===== config.mk =====
export PLATFORM = sky130hd
export DESIGN_NAME = lpcr_cfg
export DESIGN_NICKNAME = d
export VERILOG_FILES = /design/src/rtl/core/lpcr_pkg.sv /design/src/rtl/core/lpcr_cfg.sv
export SDC_FILE = /design/constraint.sdc
export NUM_CORES = 1
export LEC_CHECK = 0
export ABC_AREA = 1
export BUFFER_PORTS_ARGS = -buffer_cell sky130_fd_sc_hd__buf_4
export CORE_MARGIN = 5
export CORE_UTILIZATION = 55
export CTS_BUF_LIST = sky130_fd_sc_hd__clkbuf_4 sky130_fd_sc_hd__clkbuf_8 sky130_fd_sc_hd__clkbuf_16
export DETAILED_ROUTE_END_ITERATION = 16
export GPL_TIMING_DRIVEN = 0
export PLACE_DENSITY = 0.93
export SLEW_MARGIN = 20
export SYNTH_ARGS = -nofsm -noshare
export SYNTH_HDL_FRONTEND = slang
export SYNTH_SLANG_ARGS = --single-unit

===== constraint.sdc =====
create_clock -name clk -period 1.29 [get_ports clk]
set_clock_uncertainty 0.1 [all_clocks]
set_input_delay 0.129 -clock clk [delete_from_list [all_inputs] [get_ports clk]]
set_output_delay 0.129 -clock clk [all_outputs]
set_load 0.005 [all_outputs]

===== src/rtl/core/lpcr_pkg.sv =====
// Package for the LPC residual FIR: payload structs, coefficient and config types,
// and the saturating fixed-point helpers used by the datapath.
// No dependencies.
`default_nettype none

package lpcr_pkg;

	// Filter order and derived tap counts
	localparam int ORDER     = 10;
	localparam int NTAPS     = ORDER + 1;
	localparam int SPLIT     = NTAPS / 2;
	localparam int TAIL      = NTAPS - SPLIT;
	localparam int NUM_PAIRS = 5;
	localparam int CFG_IDX_W = 3;
	localparam int CFG_DAT_W = 32;

	// Configuration register indexes
	localparam logic [CFG_IDX_W-1:0] REG_COEF_PAIR_0 = 3'd0;
	localparam logic [CFG_IDX_W-1:0] REG_COEF_PAIR_4 = 3'd4;
	localparam logic [CFG_IDX_W-1:0] REG_COEF_LAST   = 3'd5;

	// Reset value of coefficient pair 0 (a0 = 1.0 in Q12)
	localparam logic [CFG_DAT_W-1:0] PAIR0_RESET = 32'd4096;

	// Output scaling
	localparam int FINAL_SHIFT = 3;
	localparam int OUT_SHIFT   = 16;

	typedef logic signed [15:0] smp_t;
	typedef logic signed [31:0] acc_t;
	typedef logic [15:0]        coef_t;
	typedef coef_t [NTAPS-1:0]  coef_vec_t;

	localparam acc_t ACC_MAX   = 32'sh7FFF_FFFF;
	localparam acc_t ACC_MIN   = 32'sh8000_0000;
	localparam acc_t ROUND_ADD = 32'sd4096;
	localparam smp_t SMP_MIN   = 16'sh8000;

	typedef struct packed {
		smp_t sample;
		logic frame_end;
	} in_item_t;

	typedef struct packed {
		smp_t residual;
		logic frame_end_out;
	} out_item_t;

	typedef struct packed {
		logic                 en;
		logic [CFG_IDX_W-1:0] idx;
		logic [CFG_DAT_W-1:0] data;
	} cfg_wr_t;

	// Fractional multiply: product doubled, clamped to 32 bits
	function automatic acc_t frac_mult(input smp_t a, input smp_t b);
		acc_t p;
		p = 32'(a) * 32'(b);
		if ((a == SMP_MIN) && (b == SMP_MIN)) return ACC_MAX;
		return p <<< 1;
	endfunction

	// Saturating 32-bit add
	function automatic acc_t sat_add(input acc_t a, input acc_t b);
		logic signed [32:0] s;
		s = 33'(a) + 33'(b);
		if (s[32] != s[31]) return s[32] ? ACC_MIN : ACC_MAX;
		return s[31:0];
	endfunction

	// Add rounding constant, then saturating left shift
	function automatic acc_t round_shift(input acc_t a);
		acc_t r;
		r = sat_add(a, ROUND_ADD);
		if (r[31 -: FINAL_SHIFT+1] == {(FINAL_SHIFT+1){r[31]}}) return r <<< FINAL_SHIFT;
		return r[31] ? ACC_MIN : ACC_MAX;
	endfunction

endpackage

`default_nettype wire


===== src/rtl/core/lpcr_cfg.sv =====
// Coefficient register file of the LPC residual FIR.
// Depends on lpcr_pkg; presents all taps as one coefficient vector.
`default_nettype none

module lpcr_cfg (
	input  wire logic                clk,
	input  wire logic                arst_n,
	input  wire lpcr_pkg::cfg_wr_t   wr,
	output lpcr_pkg::coef_vec_t      coef
);
	import lpcr_pkg::*;

	logic [CFG_DAT_W-1:0] pair_q [NUM_PAIRS];
	coef_t                last_q;

	// Store register writes; unknown indexes drop
	always_ff @(posedge clk or negedge arst_n) begin
		if (!arst_n) begin
			pair_q[0] <= PAIR0_RESET;
			for (int i = 1; i < NUM_PAIRS; i++) pair_q[i] <= '0;
			last_q    <= '0;
		end else if (wr.en) begin
			case (wr.idx) inside
				[REG_COEF_PAIR_0:REG_COEF_PAIR_4]: pair_q[wr.idx] <= wr.data;
				REG_COEF_LAST: last_q <= wr.data[15:0];
				default: ;
			endcase
		end
	end

	// Unpack coefficients in tap order; taps past a10 read as zero
	for (genvar k = 0; k < NTAPS; k++) begin : g_coef
		if (k < 2 * NUM_PAIRS) begin : g_pair
			assign coef[k] = pair_q[k / 2][(k % 2) * 16 +: 16];
		end else if (k == 2 * NUM_PAIRS) begin : g_last
			assign coef[k] = last_q;
		end else begin : g_zero
			assign coef[k] = '0;
		end
	end

`ifndef SYNTHESIS
	default disable iff (!arst_n);

	a_pair_write: assert property (@(posedge clk)
		wr.en && (wr.idx == REG_COEF_PAIR_0) |=> pair_q[0] == $past(wr.data))
		else $error("coefficient pair 0 not updated by write");

	a_last_write: assert property (@(posedge clk)
		wr.en && (wr.idx == REG_COEF_LAST) |=> last_q == $past(wr.data[15:0]))
		else $error("last coefficient not updated by write");

	a_hold: assert property (@(posedge clk)
		!wr.en |=> $stable(last_q) && $stable(pair_q[0]) && $stable(pair_q[4]))
		else $error("coefficients changed without a write");
`endif

endmodule

`default_nettype wire


==> metrics.md <==
| Metric | Value |
|---|---|
| Outcome | complete, but fails checks |
| Failing checks | hold timing |
| H-tree levels | 4 |
| Max Cap Viol | 0 |
| Tcrit/Tclk final | 0.9952 |
| Gr ovfl total | 0 |
| Buf+Inv Stages, Crit Path | 1 |
| Final HPWL DP | 15290 microns |
| Net count after synthesis | 811 |
| PwrDens | 1651 nW/um^2 |
| Clk root buf | clkbuf_16 |
| Worst EP required | 1.06 ns |
| Unrepaired setup endpoints after global routing | yes |
| DRT iter0 DRCs | 781 |
| Post-Route WL | 22600 microns |
| CP peak stage delay | 0.55 ns |
| Critical path class | reg2out |
| # clock sinks | 176 |
| Synthesis Warnings | 0 |
| Die W | 121.8 microns |
| Crit path time final | 1.284 ns |
| TritonCTS clock tree | yes |
| Largest net degree at the start of global routing | 93 |
| DR vias/cell | 5.418 |
| Antenna-violating nets left | 0 |
| Worst setup margin | 0.006155 ns |
| Fraction of final layout cells sized beyond drive strength 1 | 0.2633 |
| Slew headroom | 0.5672 |
| Crit path max-delay family | flip-flops |
| Sequential area share after synthesis | 0.6409 |
| Final Net Count | 1077 |
| Area growth from synthesis to layout | 40.44% |
| Post-Syn Instances | 773 |
| Max-slew violation count | 0 |
| Final Setup Violations | 0 |
| Later-pin clock latency in the skew report | 0.42 ns |
| CP cell instances | buf_6 |
| Initial antenna violation count | 0 |
| First-pass GRT wire length | 35490 microns |
| # IOs | 214 |
| CTS Hold Bufs | 33 |
| Hold/Removal Path Class | in2async |
| Total core area | 12110 sq um |
| Leakage | 5.389 nW |
| Worst VDD drop | 1.218 mV |
| WP data arrival | 1.05 ns |
| Post-synthesis cell type count | 13 |
| DP Worst Slack | -0.2226 ns |
| Utilization after layout | 0.7971 |
| Row count | 40 |
| DR vias | 6610 |
| Critical path fanouts, max | 2 |
| # port buffers | 213 |
| WL per Instance | 18.53 microns |
| Slowest CP cell | dfstp_2 |
| Startpoint types | register |
| Syn Area/Cell | 8.893 sq um |
| Starting density of the core | 0.5676 |
| Synthesized cell area | 6874 sq um |
| DRC errors left | 0 |
| Total CTS buffers | 17 |
| Fillers | 787 |
| Seq cells post-synth | 176 |
| Worst-path clk slew | 0.06 ns |
| Final GP Congestion | 0.8264 |
| Worst hold margin | -0.4035 ns |
| Worst slew pin tran | 0.6492 ns |
| Die area | 14830 sq um |
| Gr usage total | 0.3146 |
| Die span in y | 121.8 microns |
| Detailed-router iteration count before antenna repair | 5 |
| Clk buf depth | 2 |
| Fmax | 778.9 MHz |
| Worst setup EP type | primary output |
| Vias in the first global route | 6620 |
| Fin. Hold Viols | 84 |
| Pwr Total | 0.01594 W |
| Ant. Diodes | 0 |
[Yosys cell counts]
master,number,area [sq um]
clkbuf_1,20,75.07
nand2_1,393,1475
nor2_4,1,11.26
nor2_1,2,7.510
nor2_2,2,12.51
buf_1,5,18.77
buf_2,22,110.1
dfrtp_1,175,4379
inv_1,3,11.26
inv_2,3,11.26
nand3_1,144,720.7
buf_4,2,15.01
dfstp_2,1,26.28
[power by group]
part	leakage (nW)	total [W]	switching (W)	internal (W)
clock	0.292	0.00521	0.00211	0.00310
combinational	2.88	0.00350	0.00168	0.00182
sequential	2.21	0.00723	0.000668	0.00656
[per-stage QoR]
stage           TNS [ns]  cell area, sq um  cells
6_report               0              9654   1220
5_1_grt         -0.01289              9654   1220
3_3_place_gp     -185.39              8683   1154
3_5_place_dp      -17.71              8718   1155
2_1_floorplan          0              6874    773
4_1_cts        -0.001545              9654   1220
[routing by layer]
layer,track usage,vias up,share of wire
li1,-,2975,-
met1,0.4025,3164,0.38
met2,0.4959,393,0.48
met3,0.08171,78,0.099
met4,0.1660,0,0.048
met5,0,-,0
[worst reg2reg max path: cells and delay by family, from the launching register on]
kind             cells  cell delay, ns
AND/OR/NAND/NOR      2            0.11
flip-flops           1            0.55
[cell usage in the layout (no fill, tap or decap), types with 2 or more instances in the layout]
cell,instances
nand2_1,393
buf_4,213
dfrtp_1,175
nand3_1,144
dlygate4sd3_1,33
buf_2,22
clkbuf_1,20
clkbuf_16,17
buf_1,5
clkbuf_8,4
inv_1,3
inv_2,3
clkinv_2,3
clkinvlp_4,3
nor2_1,2
nor2_2,2
bufinv_16,2
clkbuf_4,2
[repair_timing]
item | in CTS | in global routing
hold endpoints to repair | 260 | 84
setup buffers | 0 | 0
cloned | 0 | 0
endpoints found under the setup margin | 1 | 1
resized for setup | 1 | 0
[flip-flops by register name (all words and copies together) (netlist names)]
name    cells
coef      160
last_q     16
[final cells by class]
| cell class | instances | area (sq um) | share of cell area |
|---|---|---|---|
| sequential | 176 | 4405 | 0.4563 |
| multi-input combinational | 542 | 2227 | 0.2307 |
| timing repair buffer | 247 | 1968 | 0.2039 |
| clock buffer | 23 | 495.5 | 0.05132 |
| buffer | 49 | 219.0 | 0.02268 |
| tap | 168 | 210.2 | 0.02177 |
| clock inverter | 9 | 106.4 | 0.01102 |
| inverter | 6 | 22.52 | 0.002333 |
[final timing paths]
path | from | to | slack [ns] | cells past startpoint
max in group asynchronous | arst_n | coef[12] | 0.62 | 2
max reg2reg | coef[12] | coef[12] | 0.48 | 2
min reg2reg | coef[142] | coef[142] | 0.37 | 2
max | coef[12] | coef[12] | 0.006 | 1
min in group clk | wr[34] | coef[63] | 0.06 | 5
min | arst_n | coef[1] | -0.40 | 1
[logic make-up after synthesis]
kind of cell,share of synthesized area
AND/OR/NAND/NOR,0.3240
flip-flops,0.6409
buffers and inverters,0.03513
(Power assumes the default switching activity.)
